File: src/hw/rtl/string_escape_decoder_assert.svh
// Assertion macros shared by the string escape decoder modules.
`ifndef STRING_ESCAPE_DECODER_ASSERT_SVH
`define STRING_ESCAPE_DECODER_ASSERT_SVH

// Plain property, checked on every rising clock edge outside reset.
`define SED_ASSERT(lbl, prop, msg) \
  lbl: assert property (@(posedge clk_i) disable iff (!rst_ni) (prop)) else $error(msg);

// Same-cycle implication.
`define SED_ASSERT_IMP(lbl, ante, cons, msg) \
  lbl: assert property (@(posedge clk_i) disable iff (!rst_ni) (ante) |-> (cons)) \
    else $error(msg);

// Next-cycle implication.
`define SED_ASSERT_NXT(lbl, ante, cons, msg) \
  lbl: assert property (@(posedge clk_i) disable iff (!rst_ni) (ante) |=> (cons)) \
    else $error(msg);

`endif

File: src/hw/rtl/sed_pkg.sv
// Types and constants of the string escape decoder.
package sed_pkg;

  localparam int CHAR_W    = 21;
  localparam int ACC_W     = 32;
  localparam int DIGIT_W   = 4;
  localparam int OUT_DEPTH = 8;
  localparam int PTR_W     = $clog2(OUT_DEPTH);
  localparam int CNT_W     = PTR_W + 2;

  localparam logic [CHAR_W-1:0] QUOTE_RESET = CHAR_W'(34);
  localparam logic [ACC_W-1:0]  CP_MAX      = ACC_W'(32'h10FFFF);
  localparam logic [ACC_W-1:0]  SURR_LO     = ACC_W'(32'hD800);
  localparam logic [ACC_W-1:0]  SURR_HI     = ACC_W'(32'hE000);
  localparam logic [ACC_W-1:0]  CP_REPLACE  = ACC_W'(32'hFFFD);
  localparam logic [ACC_W-1:0]  BYTE_MAX    = ACC_W'(255);

  typedef enum logic [1:0] {
    KIND_VALUE,
    KIND_QUOTE,
    KIND_EOF,
    KIND_NEWLINE
  } kind_e;

  typedef enum logic [2:0] {
    ERR_NONE,
    ERR_UNKNOWN,
    ERR_NOT_HEX,
    ERR_NOT_OCT,
    ERR_BAD_CP,
    ERR_OCT_RANGE
  } err_e;

  // One result word.
  typedef struct packed {
    logic [CHAR_W-1:0] value;
    logic              is_byte;
    kind_e             kind;
    err_e              err;
    logic              last;
  } result_t;

  // Results of one decoded character, handed to the output queue.
  typedef struct packed {
    logic [1:0] n;
    result_t    r0;
    result_t    r1;
  } push_t;

endpackage

File: src/hw/rtl/sed_in_if.sv
// Input channel: one source character per word.
interface sed_in_if import sed_pkg::*; ();
  logic              valid;
  logic              ready;
  logic [CHAR_W-1:0] char_in;
  logic              at_eof;

  modport source (output valid, output char_in, output at_eof, input ready);
  modport sink (input valid, input char_in, input at_eof, output ready);
endinterface

File: src/hw/rtl/sed_out_if.sv
// Output channel: one decoded result per word.
interface sed_out_if import sed_pkg::*; ();
  logic              valid;
  logic              ready;
  logic [CHAR_W-1:0] value;
  logic              is_byte;
  logic [1:0]        result_kind;
  logic [2:0]        error_code;
  logic              last;

  modport source (output valid, output value, output is_byte, output result_kind,
                  output error_code, output last, input ready);
  modport sink (input valid, input value, input is_byte, input result_kind,
                input error_code, input last, output ready);
endinterface

File: src/hw/rtl/string_escape_decoder.sv
// Top level of the string escape decoder.
//
// Characters of a string or rune literal arrive on in_i, one word per
// character, with at_eof marking the end of input. Decoded results leave on
// out_o; a character gives zero, one or two result words, and the final word
// of each character carries last.
// The quote register is written through cfg_we_i and cfg_data_i; the user
// must do so only while the block is idle, which the block does not enforce.
// An accepted word passes through the input register and then the result
// queue before its first result word appears on out_o.
// Throughput is one character per cycle while in_i.ready is high; the escape
// state is updated for each character, so characters follow back to back.
// A character with two results leaves as two words on the one-word-wide port.
// The result queue holds eight words. When the receiver stalls, the queue
// fills and in_i.ready drops as soon as there may be no room for two more
// characters of two results each; nothing is lost.
// Reset clears the escape state, the valid bit of the input register and
// the queue, and returns the quote register to the double quote.
module string_escape_decoder import sed_pkg::*; (
  input  logic              clk_i,
  input  logic              rst_ni,
  input  logic              cfg_we_i,
  input  logic [CHAR_W-1:0] cfg_data_i,
  sed_in_if.sink            in_i,
  sed_out_if.source         out_o
);

  logic [CHAR_W-1:0] quote_q;
  logic              busy;
  logic              take;
  logic [CNT_W-1:0]  count;
  logic [CNT_W-1:0]  committed;
  push_t             push;

  // Quote register.
  always_ff @(posedge clk_i or negedge rst_ni) begin
    if (!rst_ni) begin
      quote_q <= QUOTE_RESET;
    end else if (cfg_we_i) begin
      quote_q <= cfg_data_i;
    end
  end

  // Accept only while the queue can absorb the registered word and a new one.
  assign committed  = count + (busy ? CNT_W'(2) : CNT_W'(0));
  assign in_i.ready = (committed <= CNT_W'(OUT_DEPTH - 4));
  assign take       = in_i.valid && in_i.ready;

  sed_decode u_decode (
    .clk_i  (clk_i),
    .rst_ni (rst_ni),
    .take_i (take),
    .char_i (in_i.char_in),
    .eof_i  (in_i.at_eof),
    .quote_i(quote_q),
    .busy_o (busy),
    .push_o (push)
  );

  sed_out_fifo u_out_fifo (
    .clk_i  (clk_i),
    .rst_ni (rst_ni),
    .push_i (push),
    .count_o(count),
    .out_o  (out_o)
  );

endmodule

File: src/hw/rtl/sed_decode.sv
// Input register, escape state machine and result generation.
`include "string_escape_decoder_assert.svh"

module sed_decode import sed_pkg::*; (
  input  logic              clk_i,
  input  logic              rst_ni,
  input  logic              take_i,
  input  logic [CHAR_W-1:0] char_i,
  input  logic              eof_i,
  input  logic [CHAR_W-1:0] quote_i,
  output logic              busy_o,
  output push_t             push_o
);

  localparam logic [1:0] MODE_PLAIN = 2'd0;
  localparam logic [1:0] MODE_ESC   = 2'd1;
  localparam logic [1:0] MODE_HEX   = 2'd2;
  localparam logic [1:0] MODE_OCT   = 2'd3;

  localparam logic [CHAR_W-1:0] CH_NL = CHAR_W'(10);
  localparam logic [CHAR_W-1:0] CH_BS = CHAR_W'("\\");

  logic              valid_q;
  logic [CHAR_W-1:0] char_q;
  logic              eof_q;
  logic [1:0]        mode_q, mode_d;
  logic [DIGIT_W-1:0] digits_q, digits_d;
  logic [ACC_W-1:0]  acc_q, acc_d;
  logic              uni_q, uni_d;
  logic              byte_q, byte_d;

  result_t           plain_res;
  logic              plain_emit;
  logic              plain_esc;
  logic              hex_ok;
  logic [3:0]        hex_val;
  logic              oct_ok;
  logic [ACC_W-1:0]  hex_acc;
  logic [ACC_W-1:0]  oct_acc;
  push_t             push;

  function automatic result_t mk(logic [CHAR_W-1:0] v, logic b, kind_e k, err_e e);
    result_t r;
    r.value   = v;
    r.is_byte = b;
    r.kind    = k;
    r.err     = e;
    r.last    = 1'b0;
    return r;
  endfunction

  // End of a hex escape; Unicode forms replace invalid code points.
  function automatic result_t hex_done(logic [ACC_W-1:0] v, logic uni, logic byt, err_e e);
    logic [ACC_W-1:0] val;
    err_e             er;
    val = v;
    er  = e;
    if (uni && ((v > CP_MAX) || ((v >= SURR_LO) && (v < SURR_HI)))) begin
      val = CP_REPLACE;
      if (e == ERR_NONE) begin
        er = ERR_BAD_CP;
      end
    end
    return mk(val[CHAR_W-1:0], byt, KIND_VALUE, er);
  endfunction

  // End of an octal escape; values above a byte are flagged but kept.
  function automatic result_t oct_done(logic [ACC_W-1:0] v, err_e e);
    err_e er;
    er = e;
    if ((e == ERR_NONE) && (v > BYTE_MAX)) begin
      er = ERR_OCT_RANGE;
    end
    return mk(v[CHAR_W-1:0], 1'b1, KIND_VALUE, er);
  endfunction

  // Input register and escape state.
  always_ff @(posedge clk_i or negedge rst_ni) begin
    if (!rst_ni) begin
      valid_q  <= 1'b0;
      mode_q   <= MODE_PLAIN;
      digits_q <= '0;
      acc_q    <= '0;
      uni_q    <= 1'b0;
      byte_q   <= 1'b0;
    end else begin
      valid_q  <= take_i;
      mode_q   <= mode_d;
      digits_q <= digits_d;
      acc_q    <= acc_d;
      uni_q    <= uni_d;
      byte_q   <= byte_d;
    end
  end

  always_ff @(posedge clk_i) begin
    if (take_i) begin
      char_q <= char_i;
      eof_q  <= eof_i;
    end
  end

  // Handling of a character outside any escape.
  always_comb begin
    plain_res  = mk(char_q, 1'b0, KIND_VALUE, ERR_NONE);
    plain_emit = 1'b1;
    plain_esc  = 1'b0;
    if (eof_q) begin
      plain_res = mk('0, 1'b0, KIND_EOF, ERR_NONE);
    end else if (char_q == CH_NL) begin
      plain_res = mk('0, 1'b0, KIND_NEWLINE, ERR_NONE);
    end else if (char_q == CH_BS) begin
      plain_emit = 1'b0;
      plain_esc  = 1'b1;
    end else if (char_q == quote_i) begin
      plain_res = mk('0, 1'b0, KIND_QUOTE, ERR_NONE);
    end
  end

  // Digit classification and accumulator updates.
  always_comb begin
    hex_ok  = 1'b0;
    hex_val = char_q[3:0];
    if ((char_q >= CHAR_W'("0")) && (char_q <= CHAR_W'("9"))) begin
      hex_ok = 1'b1;
    end else if (((char_q >= CHAR_W'("a")) && (char_q <= CHAR_W'("f"))) ||
                 ((char_q >= CHAR_W'("A")) && (char_q <= CHAR_W'("F")))) begin
      hex_ok  = 1'b1;
      hex_val = char_q[3:0] + 4'd9;
    end
    hex_ok  = hex_ok && !eof_q;
    oct_ok  = !eof_q && (char_q >= CHAR_W'("0")) && (char_q <= CHAR_W'("7"));
    hex_acc = {acc_q[ACC_W-5:0], hex_val};
    oct_acc = {acc_q[ACC_W-4:0], char_q[2:0]};
  end

  // Next state and results of the registered character.
  always_comb begin
    mode_d   = mode_q;
    digits_d = digits_q;
    acc_d    = acc_q;
    uni_d    = uni_q;
    byte_d   = byte_q;
    push.n   = 2'd0;
    push.r0  = plain_res;
    push.r1  = plain_res;
    if (valid_q) begin
      unique case (mode_q)
        MODE_PLAIN: begin
          push.n = {1'b0, plain_emit};
          if (plain_esc) begin
            mode_d = MODE_ESC;
          end
        end
        MODE_ESC: begin
          mode_d = MODE_PLAIN;
          push.n = 2'd1;
          if (eof_q) begin
            push.n  = 2'd2;
            push.r0 = mk('0, 1'b0, KIND_VALUE, ERR_UNKNOWN);
            push.r1 = mk('0, 1'b0, KIND_EOF, ERR_NONE);
          end else begin
            unique case (char_q)
              CHAR_W'("x"), CHAR_W'("u"), CHAR_W'("U"): begin
                push.n = 2'd0;
                mode_d = MODE_HEX;
                acc_d  = '0;
                uni_d  = (char_q != CHAR_W'("x"));
                byte_d = (char_q == CHAR_W'("x"));
                if (char_q == CHAR_W'("x")) begin
                  digits_d = DIGIT_W'(2);
                end else if (char_q == CHAR_W'("u")) begin
                  digits_d = DIGIT_W'(4);
                end else begin
                  digits_d = DIGIT_W'(8);
                end
              end
              CHAR_W'("a"):  push.r0 = mk(CHAR_W'(7), 1'b0, KIND_VALUE, ERR_NONE);
              CHAR_W'("b"):  push.r0 = mk(CHAR_W'(8), 1'b0, KIND_VALUE, ERR_NONE);
              CHAR_W'("f"):  push.r0 = mk(CHAR_W'(12), 1'b0, KIND_VALUE, ERR_NONE);
              CHAR_W'("n"):  push.r0 = mk(CHAR_W'(10), 1'b0, KIND_VALUE, ERR_NONE);
              CHAR_W'("r"):  push.r0 = mk(CHAR_W'(13), 1'b0, KIND_VALUE, ERR_NONE);
              CHAR_W'("t"):  push.r0 = mk(CHAR_W'(9), 1'b0, KIND_VALUE, ERR_NONE);
              CHAR_W'("v"):  push.r0 = mk(CHAR_W'(11), 1'b0, KIND_VALUE, ERR_NONE);
              CH_BS:         push.r0 = mk(CH_BS, 1'b0, KIND_VALUE, ERR_NONE);
              default: begin
                if (oct_ok) begin
                  push.n   = 2'd0;
                  mode_d   = MODE_OCT;
                  digits_d = DIGIT_W'(2);
                  acc_d    = ACC_W'(char_q[2:0]);
                  uni_d    = 1'b0;
                  byte_d   = 1'b1;
                end else if (char_q == quote_i) begin
                  push.r0 = mk(char_q, 1'b0, KIND_VALUE, ERR_NONE);
                end else begin
                  push.r0 = mk(char_q, 1'b0, KIND_VALUE, ERR_UNKNOWN);
                end
              end
            endcase
          end
        end
        MODE_HEX: begin
          if (hex_ok) begin
            acc_d = hex_acc;
            if (digits_q <= DIGIT_W'(1)) begin
              digits_d = '0;
              mode_d   = MODE_PLAIN;
              push.n   = 2'd1;
              push.r0  = hex_done(hex_acc, uni_q, byte_q, ERR_NONE);
            end else begin
              digits_d = digits_q - DIGIT_W'(1);
            end
          end else begin
            // The bad digit ends the escape and is then taken as plain text.
            push.r0 = hex_done(acc_q, uni_q, byte_q, ERR_NOT_HEX);
            push.n  = plain_emit ? 2'd2 : 2'd1;
            mode_d  = plain_esc ? MODE_ESC : MODE_PLAIN;
          end
        end
        MODE_OCT: begin
          if (oct_ok) begin
            acc_d = oct_acc;
            if (digits_q <= DIGIT_W'(1)) begin
              digits_d = '0;
              mode_d   = MODE_PLAIN;
              push.n   = 2'd1;
              push.r0  = oct_done(oct_acc, ERR_NONE);
            end else begin
              digits_d = digits_q - DIGIT_W'(1);
            end
          end else begin
            push.r0 = oct_done(acc_q, ERR_NOT_OCT);
            push.n  = plain_emit ? 2'd2 : 2'd1;
            mode_d  = plain_esc ? MODE_ESC : MODE_PLAIN;
          end
        end
        default: begin
          mode_d = MODE_PLAIN;
        end
      endcase
    end
    // Mark the final result of this character.
    push.r0.last = (push.n == 2'd1);
    push.r1.last = (push.n == 2'd2);
  end

  assign push_o = push;
  assign busy_o = valid_q;

  `SED_ASSERT_NXT(a_backslash_enters_escape,
    valid_q && (mode_q == MODE_PLAIN) && !eof_q && (char_q == CH_BS),
    mode_q == MODE_ESC, "backslash did not enter escape mode")
  `SED_ASSERT_IMP(a_digits_pending, (mode_q == MODE_HEX) || (mode_q == MODE_OCT),
    digits_q != '0, "digit mode with no digits left")
  `SED_ASSERT_IMP(a_idle_no_push, !valid_q, push.n == 2'd0,
    "results pushed without a character")

endmodule

File: src/hw/rtl/sed_out_fifo.sv
// Result queue: takes up to two results a cycle, pops one if ready.
`include "string_escape_decoder_assert.svh"

module sed_out_fifo import sed_pkg::*; (
  input  logic             clk_i,
  input  logic             rst_ni,
  input  push_t            push_i,
  output logic [CNT_W-1:0] count_o,
  sed_out_if.source        out_o
);

  result_t           mem_q [OUT_DEPTH];
  logic [PTR_W-1:0]  wr_ptr_q, wr_ptr_d;
  logic [PTR_W-1:0]  rd_ptr_q, rd_ptr_d;
  logic [CNT_W-1:0]  count_q, count_d;
  logic              pop;
  result_t           head;

  assign pop      = (count_q != '0) && out_o.ready;
  assign wr_ptr_d = wr_ptr_q + PTR_W'(push_i.n);
  assign rd_ptr_d = rd_ptr_q + PTR_W'(pop);
  assign count_d  = count_q + CNT_W'(push_i.n) - CNT_W'(pop);

  // Pointers and fill level.
  always_ff @(posedge clk_i or negedge rst_ni) begin
    if (!rst_ni) begin
      wr_ptr_q <= '0;
      rd_ptr_q <= '0;
      count_q  <= '0;
    end else begin
      wr_ptr_q <= wr_ptr_d;
      rd_ptr_q <= rd_ptr_d;
      count_q  <= count_d;
    end
  end

  // Storage; the second result goes one slot after the first.
  always_ff @(posedge clk_i) begin
    if (push_i.n != 2'd0) begin
      mem_q[wr_ptr_q] <= push_i.r0;
    end
    if (push_i.n == 2'd2) begin
      mem_q[wr_ptr_q + PTR_W'(1)] <= push_i.r1;
    end
  end

  assign head              = mem_q[rd_ptr_q];
  assign out_o.valid       = (count_q != '0);
  assign out_o.value       = head.value;
  assign out_o.is_byte     = head.is_byte;
  assign out_o.result_kind = head.kind;
  assign out_o.error_code  = head.err;
  assign out_o.last        = head.last;
  assign count_o           = count_q;

  `SED_ASSERT(a_no_overflow, count_q <= CNT_W'(OUT_DEPTH), "result queue overflow")
  `SED_ASSERT_NXT(a_double_push, (push_i.n == 2'd2) && !pop,
    count_q == $past(count_q) + CNT_W'(2), "double push miscounted")

endmodule

File: src/flat_wrapper.sv
// flat-port wrapper written by rule: the top's interface ports become plain ports
module string_escape_decoder_flat import sed_pkg::*;
  (clk_i, rst_ni, cfg_we_i, cfg_data_i, in_i_valid, in_i_char_in, in_i_at_eof, in_i_ready, out_o_valid, out_o_value, out_o_is_byte, out_o_result_kind, out_o_error_code, out_o_last, out_o_ready);
  sed_in_if in_i_i ();
  sed_out_if out_o_i ();
  input  logic clk_i;
  input  logic rst_ni;
  input  logic cfg_we_i;
  input  logic [CHAR_W-1:0] cfg_data_i;
  input wire logic [$bits(in_i_i.valid)-1:0] in_i_valid;
  input wire logic [$bits(in_i_i.char_in)-1:0] in_i_char_in;
  input wire logic [$bits(in_i_i.at_eof)-1:0] in_i_at_eof;
  output wire logic [$bits(in_i_i.ready)-1:0] in_i_ready;
  output wire logic [$bits(out_o_i.valid)-1:0] out_o_valid;
  output wire logic [$bits(out_o_i.value)-1:0] out_o_value;
  output wire logic [$bits(out_o_i.is_byte)-1:0] out_o_is_byte;
  output wire logic [$bits(out_o_i.result_kind)-1:0] out_o_result_kind;
  output wire logic [$bits(out_o_i.error_code)-1:0] out_o_error_code;
  output wire logic [$bits(out_o_i.last)-1:0] out_o_last;
  input wire logic [$bits(out_o_i.ready)-1:0] out_o_ready;
  assign in_i_i.valid = in_i_valid;
  assign in_i_i.char_in = in_i_char_in;
  assign in_i_i.at_eof = in_i_at_eof;
  assign in_i_ready = in_i_i.ready;
  assign out_o_valid = out_o_i.valid;
  assign out_o_value = out_o_i.value;
  assign out_o_is_byte = out_o_i.is_byte;
  assign out_o_result_kind = out_o_i.result_kind;
  assign out_o_error_code = out_o_i.error_code;
  assign out_o_last = out_o_i.last;
  assign out_o_i.ready = out_o_ready;
  string_escape_decoder u_core (.clk_i(clk_i), .rst_ni(rst_ni), .cfg_we_i(cfg_we_i), .cfg_data_i(cfg_data_i), .in_i(in_i_i), .out_o(out_o_i));
endmodule
File: config.mk
export PLATFORM = sky130hd
export DESIGN_NAME = string_escape_decoder_flat
export DESIGN_NICKNAME = d
export VERILOG_FILES = /design/src/hw/rtl/sed_pkg.sv /design/src/hw/rtl/sed_in_if.sv /design/src/hw/rtl/sed_out_if.sv /design/src/hw/rtl/string_escape_decoder.sv /design/src/hw/rtl/sed_decode.sv /design/src/hw/rtl/sed_out_fifo.sv /design/src/flat_wrapper.sv
export VERILOG_INCLUDE_DIRS = /design/src /design/src/hw/rtl
export SDC_FILE = /design/constraint.sdc
export NUM_CORES = 1
export LEC_CHECK = 0
export BUFFER_PORTS_ARGS = -buffer_cell sky130_fd_sc_hd__buf_2
export CAP_MARGIN = 30
export CELL_PAD_IN_SITES_DETAIL_PLACEMENT = 1
export CELL_PAD_IN_SITES_GLOBAL_PLACEMENT = 2
export CORE_MARGIN = 10
export CORE_UTILIZATION = 43
export DETAILED_ROUTE_END_ITERATION = 6
export GPL_TIMING_DRIVEN = 0
export PLACE_DENSITY_LB_ADDON = 0.1
export SLEW_MARGIN = 10
export SYNTH_ARGS = -nofsm -noshare
export SYNTH_HDL_FRONTEND = slang
export SYNTH_SLANG_ARGS = --single-unit
File: constraint.sdc
create_clock -name clk_i -period 5.23 [get_ports clk_i]
set_input_delay 1.046 -clock clk_i [delete_from_list [all_inputs] [get_ports clk_i]]
set_output_delay 1.046 -clock clk_i [all_outputs]
set_load 0.02 [all_outputs]
# --- Word-level counts from Yosys, hierarchy flattened ---
# Memories as Yosys holds them, arrays and structs flattened.
# Index checks and enable logic that the tools add are counted.
word_totals:
  regBits: 95
  latchBits: 0
  mem_bits_rw: 224
  romBits: 0
  input_bits: 48
  mem_count: 1
mem_list:
  columns: ["memory", "depth", "word_bits", "rd", "rd_clocked_by_memory_dff", "write_ports", "line_no", "text"]
  rows:
  - ["u_core.u_out_fifo.mem_q", 8, 28, 1, 0, 2, "sed_out_fifo.sv:12", "result_t mem_q [OUT_DEPTH];"]
classes:
  addsub: 8
  mul: 0
  n_div: 0
  order_cmp: 16
  n_eq_ne: 25
  n_shift: 0
  n_mux: 67
  bitwise_logic: 2
  n_reduce_logical: 26
op_table:
  columns: ["cell", "n"]
  rows:
  - ["28-bit one-hot mux with 9 select lines", 1]
  - ["21-bit by 7-bit equality test with 1-bit output (second input constant)", 11]
  - ["28-bit two-way mux", 7]
  - ["32-bit two-way mux", 4]
  - ["32-bit one-hot mux with 3 select lines", 1]
  - ["30-bit two-way mux", 3]
  - ["28-bit one-hot mux with 3 select lines", 1]
  - ["32-bit by 16-bit >= comparator with 1-bit output (second input constant)", 2]
  - ["32-bit by 21-bit greater-than comparator with 1-bit output (second input constant)", 2]
  - ["32-bit by 16-bit < comparator with 1-bit output (second input constant)", 2]
  - ["32-bit one-hot mux with 2 select lines", 1]
  - ["29-bit two-way mux", 2]
  - ["58-bit two-way mux", 1]
  - ["21-bit by 7-bit >= comparator with 1-bit output (second input constant)", 2]
  - ["21-bit by 6-bit less-or-equal comparator with 1-bit output (second input constant)", 2]
  - ["21-bit by 7-bit less-or-equal comparator with 1-bit output (second input constant)", 2]
  - ["21-bit two-way mux", 2]
  - ["4-bit two-way mux", 9]
  - ["32-bit by 8-bit greater-than comparator with 1-bit output (second input constant)", 1]
  - ["21-bit equality test", 1]
  - ["21-bit by 4-bit equality test with 1-bit output (second input constant)", 1]
  - ["21-bit by 6-bit >= comparator with 1-bit output (second input constant)", 1]
  - ["21-bit by 7-bit != test with 1-bit output (second input constant)", 1]
  - ["2-bit two-way mux", 9]
  - ["other kinds (34)", 75]

# --- Longest topological paths before layout ---
# Gate-level depths: netlist (run 1).
logic_depth:
  depth_word: 17
  depth_mapped: 19

# --- Hierarchy ---
# A second synthesis (run 1) with hierarchy kept.
unflattened:
  hier_cells: 1472
  area_unflattened_um2: 18564.1
modules_own_cells:
  columns: ["module", "n_inst", "cells_per_inst", "area_per_inst_um2", "seq_area_each_um2"]
  rows:
  - ["sed_out_fifo", 1, 646, 11835.1, 7001.7]
  - ["sed_decode", 1, 773, 5871.9, 1686.6]
  - ["string_escape_decoder", 1, 53, 857.1, 528.0]

# --- Worst setup path before layout (run 1) ---
# Ideal clock, no wire load.
synth_path:
  kind: "flip-flop to flip-flop"
  start: "reg u_core.u_decode.char_q[11]"
  end: "reg u_core.u_out_fifo.count_q[4] (netlist: u_core.u_out_fifo.count_o[4])"
  setup_time_ns: 0.125
  arrival_ns: 3.807
  required_time_ns: 5.105
  slack_ns: 1.298
  stages_incl_launch_ff: 18
  n_path_buf: 3
  path_cell_list: "edfxtp_1 -> or4_4 -> nor4_4 -> buf_4 -> nand2_1 -> nor4_2 -> o22ai_2 -> or2_1 -> buf_6 -> inv_4 -> buf_6 -> ha_1 -> fa_1 -> inv_1 -> a21oi_1 -> nor2_1 -> nor2_1 -> xnor2_1"
synth_between:
  elab_chain_cells: 11
synth_lines:
  columns: ["element", "line_no", "text"]
  rows:
  - ["start: declaration", "sed_decode.sv:24", "logic [CHAR_W-1:0] char_q;"]
  - ["start signal: assignment", "sed_decode.sv:98", "char_q <= char_i;"]
  - ["21-bit by 7-bit >= comparator with 1-bit output, or another cell as far along", "sed_decode.sv:126", "end else if (((char_q >= CHAR_W'(\"a\")) && (char_q <= CHAR_W'(\"f\"))) ||"]
  - ["1-bit logical AND, on equally long branches", "sed_decode.sv:126, sed_decode.sv:127", null]
  - ["1-bit logical OR", "sed_decode.sv:126", null]
  - ["1-bit two-way mux", "sed_decode.sv:126", null]
  - ["1-bit two-way mux", "sed_decode.sv:124", "if ((char_q >= CHAR_W'(\"0\")) && (char_q <= CHAR_W'(\"9\"))) begin"]
  - ["1-bit logical AND", "sed_decode.sv:131", "hex_ok = hex_ok && !eof_q;"]
  - ["30-bit two-way mux", "sed_decode.sv:204", "if (hex_ok) begin"]
  - ["2-bit one-hot mux with 4 select lines *", "sed_decode.sv:148", "unique case (mode_q)"]
  - ["58-bit two-way mux *", "sed_decode.sv:147", "if (valid_q) begin"]
  - ["5-bit by 2-bit adder with 5-bit output *", "sed_out_fifo.sv:22", "assign count_d = count_q + CNT_W'(push_i.n) - CNT_W'(pop);"]
  - ["5-bit by 1-bit subtractor with 5-bit output *", "sed_out_fifo.sv:22", null]
  - ["named net u_core.u_out_fifo.count_d[4]", "sed_out_fifo.sv:15", "logic [CNT_W-1:0] count_q, count_d;"]
  - ["end signal: assignment", "sed_out_fifo.sv:33", "count_q <= count_d;"]
  - ["end: declaration", "sed_out_fifo.sv:15", null]
# Mark *: on every way through the listed nets, which the timed path passes. The rest lies on a longest branch.
# A chain may end at the register's enable or synchronous reset.

==> reports/qor.txt, run 1 <==
Synth top cells by count -> 214 x edfxtp_1, 160 x o2bb2ai_1, 123 x nand2_1, 95 x clkbuf_1, 71 x dfrtp_1
Finished Cell Area -> 0.0207 mm^2
Pwr Density -> 388 mW/mm^2
largest net degree at the start of global routing -> 62
RSZ-0062 raised after global routing -> false
dpl cells -> 2143
area of the core -> 0.0418 mm^2
largest family of logic cells by synthesized area -> compound AO/OA/AOI/OAI gates
Synth Instances -> 1502
Register Area -> 0.00890 mm^2
cell accounting for the most synthesized area -> edfxtp_1
I/O Buffers -> 77
fraction of power consumed by sequential logic -> 37.2%
total CTS buffers -> 38
post-synthesis net count -> 1572
most common cell in the netlist -> edfxtp_1
global-route wire length before repair -> 98500 um
Setup Buffers After CTS -> 0
Pre-antenna DRT Iters -> 5
min cycle time layout -> 5.17 ns
sequential cell area fraction in the yosys report -> 49.2%
Int Power -> 5.20 mW
Die Span Y -> 225 um
EDFF count, synth -> 214
total power -> 8.00 mW
Remaining Overflow, GRT -> 0
Setup crit end kind -> register
Worst-path clk slew -> 0.06 ns
vias in the first global route -> 15000
Final Net Count -> 1719
Final Setup Violations -> 0
top cells by area, synth -> edfxtp_1 36%, dfrtp_1 9.8%, o2bb2ai_1 7.8%
status -> finished clean
CTS tree -> yes
antenna-violating nets left -> 0
CTS sink cnt -> 319
filler instances -> 4376
clock buffer depth -> 3
post-synth top area share -> 35.6%
Worst Hold Class -> in -> async
Synthesis Warnings -> 0
Yosys cell types -> 100
vias post-DR -> 14300
Area growth syn-to-layout -> 14.3%
GPL Wtd Cong -> 0.910
Place WS -> -0.0251 ns
ys flop type -> edfxtp_1
clock share of power -> 31.9%
initial antenna violation count -> 0
Placement Cell Area -> 0.0194 mm^2
xor/xnor share of the synthesized area -> 1.55%
Worst Setup Start Kind -> register
simple-gate portion of the synthesized area -> 9.76%
area of the multi-input gates -> 0.00858 mm^2
switching share of power -> 35.0%
flops & latches, synth -> 319
CTS Hold Bufs -> 0
Die Footprint -> 0.0506 mm^2
worst setup margin -> 0.0557 ns
Residual DRC -> 0
fin util -> 49.5%
CTS H-tree lvls -> 2
Max-Cap Viols -> 0
Synth Area in Adders -> 1.61%
critical path required time -> 5.39 ns
routed len/inst -> 29.9 um
Slew Viols, Final -> 0
ys async rst share -> 22.9%
Final HPWL DP -> 47800 um
Static Leak -> 7.59 nW
post-route insts no fill -> 2218
Skew-Pair Late Insertion Delay -> 0.58 ns
mux share of post-synthesis cell area -> 14.1%
starting density of the core -> 43.3%
Tcrit/Tclk final -> 98.9%
Rows -> 75
type of the worst setup path -> reg -> reg
layout cells sized above 1 -> 21.1%
routed wire length -> 66300 um
Post-Syn Area -> 0.0181 mm^2
Worst VDD drop -> 0.268 mV
Rel. slew slack -> 30.4%
Final Hold Fails -> 0
Gate power share -> 30.9%
Slew @ Worst Pin -> 1.04 ns
Die W -> 225 um
# IOs -> 78
maximum clock rate -> 0.193 GHz
Mean Syn Cell Area -> 12.0 um^2
Via density -> 6.44
Root Buffer -> clkbuf_16
n_diodes -> 0
critical path peak fanout -> 24
Clock Skews -> 0.0225 ns
gr usage total -> 26.1%
WP data arrival -> 5.34 ns
switching power -> 2.80 mW
Compound-Gate Fraction of Synth Area -> 20.0%
DR iter-0 viols -> 1241
==> final timing paths <==
check	startpoint	to	slack, ns	depth (start not counted)
min in group clk_i	u_core.u_out_fifo.mem_q[0][3]	u_core.u_out_fifo.mem_q[0][3]	0.46	2
max in group asynchronous	rst_ni	u_core.quote_q[5]	4.22	2
worst min register to register	u_core.u_out_fifo.mem_q[0][3]	u_core.u_out_fifo.mem_q[0][3]	0.46	2
worst min-delay path	rst_ni	u_core.u_out_fifo.wr_ptr_q[1]	0.36	1
worst max-delay path	u_core.u_decode.char_q[12]	u_core.u_out_fifo.mem_q[5][10]	0.06	9
worst max register to register	u_core.u_decode.char_q[12]	u_core.u_out_fifo.mem_q[5][10]	0.06	9
==> power by group through the flow <==
stage | clock network, mW | registers (mW) | logic (mW)
after floorplan | 0 | 2.98 | 1.61
after global placement | 0 | 3.03 | 2.34
after detailed placement | 0 | 3.03 | 2.46
after CTS | 2.60 | 2.98 | 2.48
after global routing | 2.70 | 2.99 | 2.65
final | 2.55 | 2.98 | 2.47
==> layout by cell type (no fill, tap or decap), types with 8 or more instances in the layout <==
cell type,count
a21oi_1,65
nor2_1,47
o211ai_1,17
nand3_1,33
o2bb2ai_1,160
mux4_2,56
buf_6,8
and3_1,8
xnor2_1,9
o21ai_0,32
nor4_1,38
inv_1,27
dfrtp_1,71
buf_2,98
mux2_2,56
clkbuf_16,38
mux2i_1,66
xor2_1,23
buf_4,15
dfxtp_1,32
o22ai_1,24
nand2_1,115
clkbuf_1,108
o31ai_1,19
buf_1,10
clkinv_1,10
nor3_1,21
a21o_1,32
nand2_4,8
ha_1,20
edfxtp_1,214
==> layout make-up <==
type / count / share of cell area, %
Inverter: 34 / 0.630
Timing Repair Buffer: 107 / 3.15
Sequential cell: 319 / 43.1
Multi-Input combinational cell: 1021 / 41.6
Clock inverter: 15 / 0.679
Tap cell: 539 / 3.27
Buffer: 128 / 2.60
Clock buffer: 55 / 5.05
==> flip-flops by register name, indices dropped and copies added, names as in the netlist <==
signal	count
u_core.u_out_fifo.wr_ptr_q	3
u_core.u_decode.mode_q	2
u_core.u_decode.digits_q	4
u_core.u_decode.eof_q	1
u_core.u_out_fifo.mem_q	224
u_core.u_decode.byte_q	1
u_core.u_out_fifo.rd_ptr_q	3
u_core.quote_q	21
u_core.u_decode.char_q	21
u_core.u_decode.busy_o	1
u_core.u_out_fifo.count_o	5
u_core.u_decode.acc_q	32
u_core.u_decode.uni_q	1
==> timing repair <==
action                                  4_1_cts  5_1_grt
gates cloned                                  0        0
gates resized for setup                       4        7
endpoints found under the setup margin      137      182
==> logic make-up after synthesis <==
group                      after synthesis
xor gates and xnor gates                32
muxes                                  178
adders and majority gates               22
AOI/OAI and AO/OA                      453
DFF                                    319
buffers and inverters                  162
and+or+nand+nor                        336
==> layer usage <==
metal	track usage (%)	part of all wire (%)
met1	32.5	41
met2	44.8	50
met5	0	0
met3	3.41	5.4
met4	11.1	4.3
==> stage by stage <==
stage,hold slack [ns],setup TNS (ns)
floorplan,0.432,0
global placement,0.442,-231.64
detailed placement,0.455,-1.53
CTS,0.344,0
global route,0.352,0
finish,0.364,0
==> critical path, stage by stage (launching register included) <==
cell,delay [ns]
edfxtp_1,0.57
nor4_4,0.59
nand4_2,0.45
or3_1,0.58
a22oi_2,0.43
nor4_4,0.18
o211ai_1,0.43
buf_4,0.27
clkbuf_1,0.73
nand2_4,0.51
(Power assumes the default switching activity.)
==> run 2: changes to the inputs <==
--- a/config.mk
+++ b/config.mk
@@ -14,7 +14,9 @@
 export CORE_UTILIZATION = 43
 export DETAILED_ROUTE_END_ITERATION = 6
 export GPL_TIMING_DRIVEN = 0
+export MAX_ROUTING_LAYER = met4
 export PLACE_DENSITY_LB_ADDON = 0.1
+export SKIP_CTS_REPAIR_TIMING = 1
 export SLEW_MARGIN = 10
 export SYNTH_ARGS = -nofsm -noshare
 export SYNTH_HDL_FRONTEND = slang
==> run 2 against run 1 <==
Net effect:
- register-to-register slack barely moved
- via count barely moved
- cell area fell by 0.20%
- count of clock-buffer cells in the layout fell by 2
- total power fell by 0.24%
- sequential share of layout area rose by 0.086 points
- global-route usage rose by 0.98 points
- first-iteration DRC count rose by 2.5%
- largest power group unchanged
- sequential power barely moved
==> reports/qor.txt, run 2 (synthesis gave the netlist of run 1 again) <==
status -> finished clean
Max-Cap Viols -> 0
Register Area -> 0.00890 mm^2
Final HPWL DP -> 48200 um
antenna-violating nets left -> 0
routed len/inst -> 30.1 um
Final Setup Violations -> 0
Worst Setup Start Kind -> register
Top reg by flops -> u_core.u_out_fifo.mem_q
Worst VDD drop -> 0.227 mV
DR iter-0 viols -> 1272
reg-to-reg critical path endpoint -> u_core.u_out_fifo.mem_q[5][14]
initial antenna violation count -> 0
Area growth syn-to-layout -> 14.1%
Slew @ Worst Pin -> 0.998 ns
largest net degree at the start of global routing -> 62
maximum clock rate -> 0.193 GHz
cell family with most CP delay -> simple AND/OR/NAND/NOR gates
routed wire length -> 66500 um
vias post-DR -> 14300
clock buffer depth -> 3
buffers and inverters on the worst path -> 2
type of the worst setup path -> reg -> reg
worst r2r src -> u_core.u_decode.char_q[12]
Remaining Overflow, GRT -> 0
commonest non-fill, non-tap cell in the layout -> edfxtp_1
busiest grt layer -> met2
Rel. slew slack -> 33.2%
Die W -> 225 um
CP Cell Sequence -> nor4_4 > nand4_2 > or3_1 > a22oi_2 > nor4_4 > o211ai_1 > buf_4 > clkbuf_1 > nand2_4
fin util -> 49.4%
total CTS buffers -> 37
Tcrit/Tclk final -> 98.8%
n_diodes -> 0
# IOs -> 78
area of the core -> 0.0418 mm^2
Via density -> 6.47
Worst-path clk slew -> 0.06 ns
RSZ-0062 raised after global routing -> false
Worst Hold Class -> in -> async
starting density of the core -> 43.3%
crit path max-delay cell type -> clkbuf_1
vias in the first global route -> 15200
CTS H-tree lvls -> 2
instance count on the critical path -> 9
Die Span Y -> 225 um
R2R Setup Slk -> 0.06 ns
layout cells sized above 1 -> 21.1%
Worst R2R Path Depth -> 9
commonest cells after routing, fill and taps aside -> 214 x edfxtp_1, 160 x o2bb2ai_1, 115 x nand2_1, 104 x clkbuf_1, 94 x buf_2
CP peak stage delay -> 0.71 ns
I/O Buffers -> 77
critical path peak fanout -> 24
Residual DRC -> 0
Skew-Pair Late Insertion Delay -> 0.56 ns
area of the multi-input gates -> 0.00859 mm^2
critical path required time -> 5.39 ns
Setup crit end kind -> register
CP Launch Point -> u_core.u_decode.char_q[12]
Final Hold Fails -> 0
Hold WS -> 0.377 ns
Pre-antenna DRT Iters -> 5
biggest regs -> u_core.u_out_fifo.mem_q x224, u_core.u_decode.acc_q x32
min cycle time layout -> 5.17 ns
M3 GR Usage -> 3.16%
Clock Skews -> 0.0178 ns
Static Leak -> 7.56 nW
CTS tree -> yes
Largest register FFs -> 224
met1 Usage GRT -> 32.6%
most used cell, CP -> nor4_4
gr usage total -> 27.1%
CTS sink cnt -> 319
global-route wire length before repair -> 99600 um
Slew Viols, Final -> 0
Final Net Count -> 1715
Pwr Density -> 387 mW/mm^2
Rows -> 75
WP data arrival -> 5.33 ns
Die Footprint -> 0.0506 mm^2
filler instances -> 4357
Root Buffer -> clkbuf_16
routing usage on met2 -> 45.0%
GPL Wtd Cong -> 0.937
## run 2: layout make-up
type,instances,area share (%)
repair buffers,104,3.08
clock buffers,53,5.13
well taps,539,3.27
clock inverters,12,0.467
multi-input cells,1021,41.7
plain buffers,128,2.60
flip-flops and latches,319,43.2
inverters,34,0.631
## run 2: power breakdown
part	switching, mW	internal (mW)
sequential	0.125	2.86
combinational	1.57	0.899
clock	1.08	1.46
## run 2: how the worst max path moves through the flow
stage,endpoint,slack (ns)
2_1_floorplan,u_core.u_out_fifo.count_o[4],1.30
3_3_place_gp,u_core.u_out_fifo.mem_q[5][17],-1.01
3_5_place_dp,u_core.u_out_fifo.mem_q[1][18],-0.21
4_1_cts,u_core.u_out_fifo.mem_q[1][24],-0.23
5_1_grt,u_core.u_out_fifo.mem_q[5][14],0.03
6_report,u_core.u_out_fifo.mem_q[5][14],0.06
## run 2: per-layer routing
layer / vias to the layer above / share of wire (%)
met2: 479 / 50
met3: 165 / 4.9
met4: 0 / 4.4
met1: 7378 / 41
met5: - / 0
li1: 6282 / -
## run 2: worst reg2reg max path, cell delays in order (launching register included)
cell	delay, ns
edfxtp_1	0.58
nor4_4	0.62
nand4_2	0.47
or3_1	0.58
a22oi_2	0.44
nor4_4	0.16
o211ai_1	0.44
buf_4	0.28
clkbuf_1	0.72
nand2_4	0.47
## run 2: metrics by stage
step	cells	cell area, um^2	worst slack, ns	TNS [ns]	power (mW)
6_report	2210	20600	0.0603	0	7.98
5_1_grt	2210	20600	0.0337	0	8.31
4_1_cts	2204	20500	-0.234	-17.27	8.00
3_5_place_dp	2139	19400	-0.207	-14.75	5.48
3_3_place_gp	2118	19100	-1.01	-189.47	5.38
2_1_floorplan	1502	18100	1.30	0	4.59
